$ cat src/rtl/dncd_pkg.sv
package dncd_pkg;

    localparam int unsigned DAY_W   = 32;
    localparam int unsigned Q400_W  = 15;   // 400-year spans in a 32-bit count
    localparam int unsigned REM_W   = 18;   // day within a 400-year span
    localparam int unsigned YEAR_W  = 24;
    localparam int unsigned MONTH_W = 4;
    localparam int unsigned MDAY_W  = 5;
    localparam int unsigned DOY_W   = 9;
    localparam int unsigned OUT_W   = 40;   // result fields rounded up to whole bytes

    localparam int unsigned RECIP_SHIFT = 48;

    localparam logic [31:0] DAYS_400Y  = 32'd146097;
    localparam logic [31:0] RECIP_400Y = 32'((64'd1 << RECIP_SHIFT) / 64'd146097);

    localparam logic [17:0] CENT1_START = 18'd36525;
    localparam logic [17:0] CENT2_START = 18'd73049;
    localparam logic [17:0] CENT3_START = 18'd109573;

    localparam logic [15:0] DAYS_4Y     = 16'd1461;
    localparam int unsigned RECIP4_SHIFT = 24;
    localparam logic [15:0] RECIP_4Y    = 16'((32'd1 << RECIP4_SHIFT) / 32'd1461);

    typedef struct packed {
        logic [Q400_W-1:0] q400;
        logic [REM_W-1:0]  rem;
    } t_span;

    // Day of year at which month m+1 starts (m = 0 is January).
    function automatic logic [DOY_W-1:0] month_start(input logic leap, input logic [3:0] m);
        logic [DOY_W-1:0] base;
        logic             adj;
        unique case (m)
            4'd0:    base = 9'd0;
            4'd1:    base = 9'd31;
            4'd2:    base = 9'd59;
            4'd3:    base = 9'd90;
            4'd4:    base = 9'd120;
            4'd5:    base = 9'd151;
            4'd6:    base = 9'd181;
            4'd7:    base = 9'd212;
            4'd8:    base = 9'd243;
            4'd9:    base = 9'd273;
            4'd10:   base = 9'd304;
            4'd11:   base = 9'd334;
            default: base = 9'd365;
        endcase
        adj = leap && (m >= 4'd2);
        return base + {8'd0, adj};
    endfunction

endpackage

$ cat src/rtl/dncd_div400.sv
module dncd_div400 (
    input  logic                        i_clk,
    input  logic                        i_rst_n,
    input  logic                        i_valid,
    output logic                        o_ready,
    input  logic [dncd_pkg::DAY_W-1:0]  i_days,
    output logic                        o_valid,
    input  logic                        i_ready,
    output dncd_pkg::t_span             o_span
);
    import dncd_pkg::*;

    logic [2:0] r_vld;
    logic [2:0] w_en;

    logic [DAY_W-1:0]   r1_days;
    logic [63:0]        r1_prod;
    logic [DAY_W-1:0]   r2_days;
    logic [Q400_W-1:0]  r2_q;
    logic [DAY_W-1:0]   r2_back;
    t_span              r3_span;

    logic [Q400_W-1:0]  n_q2;
    logic [DAY_W-1:0]   n_r3;
    logic               n_fix;

    assign w_en[2] = !r_vld[2] || i_ready;
    assign w_en[1] = !r_vld[1] || w_en[2];
    assign w_en[0] = !r_vld[0] || w_en[1];
    assign o_ready = w_en[0];
    assign o_valid = r_vld[2];
    assign o_span  = r3_span;

    always_ff @(posedge i_clk) begin
        if (!i_rst_n) begin
            r_vld <= '0;
        end else begin
            if (w_en[0]) r_vld[0] <= i_valid;
            if (w_en[1]) r_vld[1] <= r_vld[0];
            if (w_en[2]) r_vld[2] <= r_vld[1];
        end
    end

    // quotient estimate is exact or one short
    assign n_q2  = r1_prod[RECIP_SHIFT+Q400_W-1:RECIP_SHIFT];
    assign n_r3  = r2_days - r2_back;
    assign n_fix = (n_r3 >= DAYS_400Y);

    always_ff @(posedge i_clk) begin
        if (w_en[0]) begin
            r1_days <= i_days;
            r1_prod <= {32'd0, i_days} * {32'd0, RECIP_400Y};
        end
        if (w_en[1]) begin
            r2_days <= r1_days;
            r2_q    <= n_q2;
            r2_back <= 32'({17'd0, n_q2} * DAYS_400Y);
        end
        if (w_en[2]) begin
            r3_span.q400 <= r2_q + {{(Q400_W-1){1'b0}}, n_fix};
            r3_span.rem  <= REM_W'(n_fix ? (n_r3 - DAYS_400Y) : n_r3);
        end
    end

endmodule

$ cat src/rtl/day_number_to_civil_date.sv
// Day count to civil date, proleptic Gregorian calendar. A 32-bit count of
// days since 1 January of year 0 enters on the slave stream and leaves as year,
// month and day of month on the master stream. Every count is a valid date, so
// there is exactly one result beat per input beat and no error path. The block
// is a nine-stage pipeline that sustains one beat per clock while the master
// stream does not stall. Stage depth is set by the reciprocal multiplier
// that splits off 400-year spans (a 32x32 product, then a 15x18 back-multiply
// and a correcting subtract, one stage each). Each stage carries its own valid
// bit and stalls only when full and blocked downstream, so bubbles collapse and
// a new beat is taken while a finished result waits on the output register.
module day_number_to_civil_date (
    input  logic                         i_clk,
    input  logic                         i_rst_n,
    input  logic                         i_s_axis_tvalid,
    output logic                         o_s_axis_tready,
    // [31:0] day_count
    input  logic [dncd_pkg::DAY_W-1:0]   i_s_axis_tdata,
    output logic                         o_m_axis_tvalid,
    input  logic                         i_m_axis_tready,
    // [23:0] year_number, [27:24] month_number, [32:28] day_of_month, [39:33] zero
    output logic [dncd_pkg::OUT_W-1:0]   o_m_axis_tdata
);
    import dncd_pkg::*;

    // stage 1..3: 400-year split
    logic  w_span_vld;
    logic  w_span_rdy;
    t_span w_span;

    dncd_div400 u_div400 (
        .i_clk   (i_clk),
        .i_rst_n (i_rst_n),
        .i_valid (i_s_axis_tvalid),
        .o_ready (o_s_axis_tready),
        .i_days  (i_s_axis_tdata),
        .o_valid (w_span_vld),
        .i_ready (w_span_rdy),
        .o_span  (w_span)
    );

    // stages 4..9 in this file
    logic [5:0] r_vld;
    logic [5:0] w_en;

    assign w_en[5] = !r_vld[5] || i_m_axis_tready;
    assign w_en[4] = !r_vld[4] || w_en[5];
    assign w_en[3] = !r_vld[3] || w_en[4];
    assign w_en[2] = !r_vld[2] || w_en[3];
    assign w_en[1] = !r_vld[1] || w_en[2];
    assign w_en[0] = !r_vld[0] || w_en[1];
    assign w_span_rdy = w_en[0];

    always_ff @(posedge i_clk) begin
        if (!i_rst_n) begin
            r_vld <= '0;
        end else begin
            if (w_en[0]) r_vld[0] <= w_span_vld;
            if (w_en[1]) r_vld[1] <= r_vld[0];
            if (w_en[2]) r_vld[2] <= r_vld[1];
            if (w_en[3]) r_vld[3] <= r_vld[2];
            if (w_en[4]) r_vld[4] <= r_vld[3];
            if (w_en[5]) r_vld[5] <= r_vld[4];
        end
    end

    // ---- stage 4: century within the span -------------------------------
    // First century holds 36525 days (leading leap year), the others 36524.
    logic [1:0]        n_c4;
    logic [REM_W-1:0]  n_base4;
    logic [1:0]        r4_c;
    logic [15:0]       r4_x;        // day within the century
    logic [YEAR_W-1:0] r4_y400;

    always_comb begin
        if (w_span.rem >= CENT3_START) begin
            n_c4 = 2'd3;  n_base4 = CENT3_START;
        end else if (w_span.rem >= CENT2_START) begin
            n_c4 = 2'd2;  n_base4 = CENT2_START;
        end else if (w_span.rem >= CENT1_START) begin
            n_c4 = 2'd1;  n_base4 = CENT1_START;
        end else begin
            n_c4 = 2'd0;  n_base4 = '0;
        end
    end

    // ---- stage 5: strip the leading year, estimate 4-year groups --------
    // First year of a century is leap only in the first century.
    logic [15:0]       n_thr5;
    logic              n_ge5;
    logic [15:0]       n_rq5;
    logic [31:0]       n_qprod5;
    logic              r5_ge;
    logic [15:0]       r5_rq;
    logic [4:0]        r5_q;
    logic [1:0]        r5_c;
    logic [DOY_W-1:0]  r5_x;
    logic [YEAR_W-1:0] r5_y400;

    assign n_thr5   = (r4_c == 2'd0) ? 16'd366 : 16'd365;
    assign n_ge5    = (r4_x >= n_thr5);
    assign n_rq5    = n_ge5 ? (r4_x - n_thr5) : 16'd0;
    assign n_qprod5 = {16'd0, n_rq5} * {16'd0, RECIP_4Y};

    // ---- stage 6: correct the group count -------------------------------
    logic [15:0]       n_back6;
    logic [15:0]       n_r6;
    logic              n_fix6;
    logic              r6_ge;
    logic [10:0]       r6_r4;       // day within the 4-year group
    logic [4:0]        r6_q;
    logic [1:0]        r6_c;
    logic [DOY_W-1:0]  r6_x;
    logic [YEAR_W-1:0] r6_y400;

    assign n_back6 = 16'({11'd0, r5_q} * DAYS_4Y);
    assign n_r6    = r5_rq - n_back6;
    assign n_fix6  = (n_r6 >= DAYS_4Y);

    // ---- stage 7: year in the group, year number, leap flag -------------
    logic [1:0]        n_k7;
    logic [10:0]       n_kbase7;
    logic [6:0]        n_yoff7;
    logic [DOY_W-1:0]  r7_doy;
    logic [YEAR_W-1:0] r7_year;
    logic              r7_leap;

    always_comb begin
        if (r6_r4 >= 11'd1095) begin
            n_k7 = 2'd3;  n_kbase7 = 11'd1095;
        end else if (r6_r4 >= 11'd730) begin
            n_k7 = 2'd2;  n_kbase7 = 11'd730;
        end else if (r6_r4 >= 11'd365) begin
            n_k7 = 2'd1;  n_kbase7 = 11'd365;
        end else begin
            n_k7 = 2'd0;  n_kbase7 = 11'd0;
        end
        n_yoff7 = r6_ge ? (7'd1 + {r6_q, 2'b00} + {5'd0, n_k7}) : 7'd0;
    end

    // ---- stage 8: month search ------------------------------------------
    logic [MONTH_W-1:0] n_mon8;
    logic [DOY_W-1:0]   n_start8;
    logic [MONTH_W-1:0] r8_mon;
    logic [DOY_W-1:0]   r8_start;
    logic [DOY_W-1:0]   r8_doy;

    always_comb begin
        n_mon8   = 4'd1;
        n_start8 = '0;
        for (int m = 1; m < 12; m++) begin
            if (r7_doy >= month_start(r7_leap, 4'(m))) begin
                n_mon8   = 4'(m + 1);
                n_start8 = month_start(r7_leap, 4'(m));
            end
        end
    end

    // ---- stage 9: day of month, output register -------------------------
    logic [YEAR_W-1:0]  r8_year;
    logic [DOY_W-1:0]   n_mday9;
    logic [OUT_W-1:0]   r9_data;

    assign n_mday9 = r8_doy - r8_start + 9'd1;

    always_ff @(posedge i_clk) begin
        if (w_en[0]) begin
            r4_c    <= n_c4;
            r4_x    <= 16'(w_span.rem - n_base4);
            r4_y400 <= YEAR_W'({9'd0, w_span.q400} * 24'd400);
        end
        if (w_en[1]) begin
            r5_ge   <= n_ge5;
            r5_rq   <= n_rq5;
            r5_q    <= n_qprod5[RECIP4_SHIFT+4:RECIP4_SHIFT];
            r5_c    <= r4_c;
            r5_x    <= r4_x[DOY_W-1:0];
            r5_y400 <= r4_y400;
        end
        if (w_en[2]) begin
            r6_ge   <= r5_ge;
            r6_r4   <= 11'(n_fix6 ? (n_r6 - DAYS_4Y) : n_r6);
            r6_q    <= r5_q + {4'd0, n_fix6};
            r6_c    <= r5_c;
            r6_x    <= r5_x;
            r6_y400 <= r5_y400;
        end
        if (w_en[3]) begin
            r7_doy  <= r6_ge ? 9'(r6_r4 - n_kbase7) : r6_x;
            r7_year <= r6_y400 + ({22'd0, r6_c} * 24'd100) + {17'd0, n_yoff7};
            // divisible by 4, and not a century start unless it opens the span
            r7_leap <= (n_yoff7[1:0] == 2'b00) && ((n_yoff7 != 7'd0) || (r6_c == 2'd0));
        end
        if (w_en[4]) begin
            r8_mon   <= n_mon8;
            r8_start <= n_start8;
            r8_doy   <= r7_doy;
            r8_year  <= r7_year;
        end
        if (w_en[5]) begin
            r9_data <= {7'd0, n_mday9[MDAY_W-1:0], r8_mon, r8_year};
        end
    end

    assign o_m_axis_tvalid = r_vld[5];
    assign o_m_axis_tdata  = r9_data;

endmodule

$ cat config.mk
export PLATFORM = sky130hd
export DESIGN_NAME = day_number_to_civil_date
export DESIGN_NICKNAME = d
export VERILOG_FILES = /design/src/rtl/dncd_pkg.sv /design/src/rtl/dncd_div400.sv /design/src/rtl/day_number_to_civil_date.sv
export SDC_FILE = /design/constraint.sdc
export NUM_CORES = 2
export LEC_CHECK = 0
export ABC_AREA = 1
export BUFFER_PORTS_ARGS = -buffer_cell sky130_fd_sc_hd__buf_2
export CAP_MARGIN = 40
export CORE_AREA = 2 2 338 340
export DETAILED_ROUTE_END_ITERATION = 7
export DIE_AREA = 0 0 340 342
export PLACE_DENSITY = 0.69
export SYNTH_ARGS = -nofsm -noshare
export SYNTH_HDL_FRONTEND = slang
export SYNTH_SLANG_ARGS = --single-unit
$ cat constraint.sdc
create_clock -name i_clk -period 17.36 [get_ports i_clk]
set_input_delay 0.868 -clock i_clk [delete_from_list [all_inputs] [get_ports i_clk]]
set_output_delay 0.868 -clock i_clk [all_outputs]
set_load 0.02 [all_outputs]
# --- After elaboration in Yosys (flattened, before gate mapping) ---
# Cells that the tools add are included.
totals:
  reg_bits: 460
  in_bits: 36
  output_inout_bits: 42
classes:
  n_addsub: 35
  n_mul: 6
  magnitude_cmp: 20
  muxes: 48
  n_reduce_logical: 26
ops:
  columns: ["cell", "n"]
  rows:
  - ["$mux 5", 21]
  - ["$mux 16", 4]
  - ["$ge 9x9->1", 7]
  - ["$mul 32x31->63 const B", 1]
  - ["$add 5x1->5", 11]
  - ["$add 8x1->9 const A", 4]
  - ["$ge 18x17->1 const B", 2]
  - ["$mux 9", 4]
  - ["$ge 32x18->1 const B", 1]
  - ["$mul 15x18->32 const B", 1]
  - ["$sub 16x16->16", 2]
  - ["$sub 32x32->32", 1]
  - ["$mul 16x14->29 const B", 1]
  - ["$add 9x1->9 const A", 3]
  - ["$add 24x7->24", 1]
  - ["$add 24x9->24", 1]
  - ["$mul 15x5->20 const B", 1]
  - ["$mux 4", 5]
  - ["$ge 18x16->1 const B", 1]
  - ["$ge 9x8->1", 2]
  - ["$mux 18", 1]
  - ["$sub 18x18->18 const B", 1]
  - ["$add 7x1->8 const A", 2]
  - ["$ge 16x11->1 const B", 1]
  - ["other kinds (29)", 56]

# --- Depth between registers and ports, before layout ---
logic_depth:
  ltp_word: 14
  mapped_depth: 37

# --- Modules after synthesis ---
# Synthesis repeated with hierarchy kept, for this count alone.
unflattened:
  hier_cells: 5344
  area_unflattened_um2: 49680.1
modules_own_cells:
  columns: ["module", "instances", "cells_each", "area_per_inst_um2"]
  rows:
  - ["dncd_div400", 1, 3297, 30047.6]
  - ["day_number_to_civil_date", 1, 2047, 19632.6]

# --- Least setup slack after synthesis ---
# OpenSTA, ideal clock, no wires.
synth_path:
  path_kind: "input -> output"
  startpoint: "input i_m_axis_tready"
  endpoint: "output o_s_axis_tready"
  arrival_ps: 7929
  slack_ps: 8563
  stages: 14
  cell_sequence: "nor2_1 inv_1 nor2_1 inv_1 nor2_1 inv_1 nor2_1 inv_1 nor2_1 inv_1 nor2_1 nand2_1 nor2_1 nand2_1"
synth_via:
  elab_chain_len: 9
synth_rtl:
  columns: ["item", "line", "source"]
  rows:
  - ["from (decl)", "day_number_to_civil_date.sv:19", "input logic i_m_axis_tready,"]
  - ["$logic_or 1x1->1", "day_number_to_civil_date.sv:45", "assign w_en[5] = !r_vld[5] || i_m_axis_tready;"]
  - ["named net w_en[5]", "day_number_to_civil_date.sv:43", "logic [5:0] w_en;"]
  - ["$logic_or 1x1->1", "day_number_to_civil_date.sv:46", "assign w_en[4] = !r_vld[4] || w_en[5];"]
  - ["named net w_en[4]", "day_number_to_civil_date.sv:43", null]
  - ["$logic_or 1x1->1", "day_number_to_civil_date.sv:47", "assign w_en[3] = !r_vld[3] || w_en[4];"]
  - ["named net w_en[3]", "day_number_to_civil_date.sv:43", null]
  - ["$logic_or 1x1->1", "day_number_to_civil_date.sv:48", "assign w_en[2] = !r_vld[2] || w_en[3];"]
  - ["named net w_en[2]", "day_number_to_civil_date.sv:43", null]
  - ["$logic_or 1x1->1", "day_number_to_civil_date.sv:49", "assign w_en[1] = !r_vld[1] || w_en[2];"]
  - ["named net w_en[1]", "day_number_to_civil_date.sv:43", null]
  - ["$logic_or 1x1->1", "day_number_to_civil_date.sv:50", "assign w_en[0] = !r_vld[0] || w_en[1];"]
  - ["$logic_or 1x1->1", "dncd_div400.sv:27", "assign w_en[2] = !r_vld[2] || i_ready;"]
  - ["named net u_div400.w_en[2]", "dncd_div400.sv:14", "logic [2:0] w_en;"]
  - ["$logic_or 1x1->1", "dncd_div400.sv:28", "assign w_en[1] = !r_vld[1] || w_en[2];"]
  - ["$logic_or 1x1->1", "dncd_div400.sv:29", "assign w_en[0] = !r_vld[0] || w_en[1];"]
  - ["to (decl)", "day_number_to_civil_date.sv:15", "output logic o_s_axis_tready,"]
# The timed path passes the listed nets, and every way through them passes these cells.

# --- Worst setup path after layout ---
layout_path:
  startpoint: "register r4_c[1]"
  endpoint: "register r5_q[3] (data pin)"
layout_via:
  elab_chain_len: 5
  word_cells_on_any_way: 6
layout_rtl:
  columns: ["item", "line", "source"]
  rows:
  - ["from (decl)", "day_number_to_civil_date.sv:70", "logic [1:0] r4_c;"]
  - ["from (signal assigned)", "day_number_to_civil_date.sv:167", "r4_c <= n_c4;"]
  - ["$logic_not 2->1 *", "day_number_to_civil_date.sv:99", "assign n_thr5 = (r4_c == 2'd0) ? 16'd366 : 16'd365;"]
  - ["$mux 2 *", "day_number_to_civil_date.sv:99", null]
  - ["$sub 16x9->16 / $ge 16x9->1 (equally long branches)", "day_number_to_civil_date.sv:101, day_number_to_civil_date.sv:100", null]
  - ["$mux 16 *", "day_number_to_civil_date.sv:101", "assign n_rq5 = n_ge5 ? (r4_x - n_thr5) : 16'd0;"]
  - ["named net n_rq5[3]", "day_number_to_civil_date.sv:90", "logic [15:0] n_rq5;"]
  - ["$mul 16x14->29 *", "day_number_to_civil_date.sv:102", "assign n_qprod5 = {16'd0, n_rq5} * {16'd0, RECIP_4Y};"]
  - ["named net n_qprod5[27]", "day_number_to_civil_date.sv:91", "logic [31:0] n_qprod5;"]
  - ["to (signal assigned)", "day_number_to_civil_date.sv:174", "r5_q <= n_qprod5[RECIP4_SHIFT+4:RECIP4_SHIFT];"]
  - ["to (decl)", "day_number_to_civil_date.sv:94", "logic [4:0] r5_q;"]
# The timed path passes the listed nets; every way through them passes the cells marked *.
# A chain may end at the register's enable or synchronous reset.

==> impl_metrics.yaml <==
timing:
  max_slew_margin_pct: 37.3
  worst_pin_slew_ps: 933
  fin_setup_tns_ps: 0
  min_period_ps: 7950
  rsz0062_at_grt: "no"
  fin_ws_ps: 9410
  finalMaxSlewViolations: 0
  finalCritPeriodShare_pct: 45.8
  skew_ps: 56.6
  hold_violations: 0
  fmax_ghz: 0.126
  setup_viol: 0
clock_tree:
  htreeDepth: 2
  post-cts-setup-buffer-count: 0
  cts_tree: "done"
  clk_pin_slew_worst_paths_ps: 60
  holdBufCountCts: 0
  postCtsResizedCells: 0
  cts_buffers: 46
  cts_sinks: 408
  cts-root-buf: "clkbuf_16"
  ctsLongestPathBuffers: 3
  clock_latency_ps: 610
yosys:
  ys_ff_latch: 408
  synth.top_cell.area_share_pct: 24.3
  synth-edff-count: 399
  synth.avg_cell_area_um2: 9.42
  yosys.area.top_type: "edfxtp_1"
  synthArstFlopShare_pct: 0
  netlist_instances: 5228
  synth_area_um2: 49300
  yosysUniqueCellTypes: 60
  synth_seq_area_share_pct: 24.7
  synth.top_cells.by_area: "edfxtp_1 (24%), fa_1 (24%), ha_1 (20%)"
  yosysWarnings: 0
  synthFlopType: "edfxtp_1"
global_routing:
  grt_max_degree: 72
  antenna_found_initial: 3
  grt_pass1_wl_mm: 183
  grt_pass1_vias: 35700
  track_usage_pct: 19.9
  grt.overflow.total: 0
setup_path:
  critPathBufInv: 7
  cp.arrival_ps: 8300
  r2r_cells: 32
  rr_startpoint: "r4_c[1]"
  crit_fanout: 12
  worstReg2RegEnd: "r5_q[3]"
  crit_required_ps: 17710
  cpPeakStageDelay_ps: 740
  start_kind: "flop"
  cp_common_cell: "inv_1"
  critPathTopFamily: "adder cells"
  crit_type: "reg2reg"
  crit_slowest_cell: "nor3_1"
  ff2ff_setup_slack_ps: 9410
  end_kind: "flop"
finish:
  drive_gt1_share_pct: 3.98
  layout_common_cells: "inv_1 (1421), ha_1 (807), nand2_1 (743), fa_1 (585), edfxtp_1 (399)"
  fin_nets: 6775
  area_delta_synth_final_pct: 7.66
  multi_input_area_um2: 31600
  final_util_pct: 46.9
  fillers: 10500
  regArea_um2: 12200
  layout_commonest_cell: "inv_1"
worst_hold_path:
  min-delay-start: "r5_y400[9]"
  hold_class: "reg2reg"
  hold_path_depth: 0
  hold_path_end: "r6_y400[9]"
routing:
  vias: 34200
  drtIter0Drc: 1997
  antenna_left: 0
  routed_wl_mm: 114
  first_pass_iters: 8
  wl_per_cell_um: 16.5
  drcViolationCount: 0
  vias_per_cell: 4.95
placement:
  hpwl_mm: 98.0
  place_congestion: 1.00
  portBuffers: 70
  post-place-ws_ps: 9450
floorplan:
  die_y_um: 342
  die_w_um: 340
  core_um2: 113000
  ios: 78
  rows: 124
  die_area_um2: 116000
  start_util_pct: 43.6
job:
  drv_cap: 0
run_status:
  outcome: "finished, final reports clean"
-- worst max-delay path by stage --
stage                                from               to  slack (ps)  depth (start not counted)
after floorplan           i_m_axis_tready  o_s_axis_tready        8560                         14
after global placement            r4_c[1]          r5_q[3]        9510                         32
after detailed placement          r4_c[0]          r5_q[3]        9450                         32
after CTS                         r4_c[0]          r5_q[3]        9470                         32
after global routing              r4_c[0]          r5_q[3]        8770                         32
final                             r4_c[1]          r5_q[3]        9410                         32
-- cells in the mapped netlist (all sizes together), types with 10 or more instances --
| master | count |
|---|---|
| o211ai | 10 |
| nor3 | 58 |
| o21bai | 15 |
| or2 | 12 |
| xor2 | 106 |
| o21ai | 131 |
| a21oi | 217 |
| nor4 | 13 |
| xnor2 | 55 |
| nand3 | 164 |
| a21o | 17 |
| buf | 16 |
| nand4 | 56 |
| nand2 | 767 |
| ha | 807 |
| a31oi | 23 |
| o21a | 13 |
| edfxtp | 399 |
| nor2 | 263 |
| inv | 1429 |
| fa | 585 |
-- cell type report --
class | count | share of cell area, %
clock buffers | 54 | 2.23
diodes | 2 | 0.00944
multi-input cells | 3376 | 59.6
flip-flops and latches | 408 | 22.9
well taps | 1512 | 3.57
clock inverters | 29 | 0.623
inverters | 1430 | 10.1
repair buffers | 85 | 0.911
-- flip-flops by register name, indices dropped and copies added (netlist names), 15 cells and up --
signal and count:
o_m_axis_tdata 33, u_div400.o_span 33, u_div400.r1_days 32, u_div400.r2_back 32, u_div400.r2_days 32, r7_year 24, r8_year 24, r4_y400 20
r5_y400 20, r6_y400 20, r4_x 16, r5_rq 16, u_div400.r1_prod 15
-- cell families (layout without fill, tap and decap cells) --
group	after synthesis	after routing	share of synthesized area [%]
buf+inv	1450	1598	11.2
compound gates	461	461	5.27
flops	408	408	24.7
fa+ha+maj	1392	1392	44.3
simple gates	1355	1355	11.7
other cells	1	9	0.00761
xor+xnor	161	161	2.86
-- metrics by stage --
stage          instances  hold slack [ps]  instance area, µm²
3_3_place_gp        6809              401               51500
5_1_grt             6894              419               53000
3_5_place_dp        6811              405               51500
6_report            6896              408               53000
4_1_cts             6894              411               53000
2_1_floorplan       5234              400               49300
-- routing by layer --
layer	track usage (%)	wire length, µm	vias to the layer above
li1	-	-	16700
met1	23.6	45900	16500
met2	37.0	58700	763
met3	2.09	4680	224
met4	7.79	4700	2
met5	0	13	-
Power is left out: the tool's default activity adds up to more than one toggle a clock period on the data nets, which glitch-free logic cannot reach.
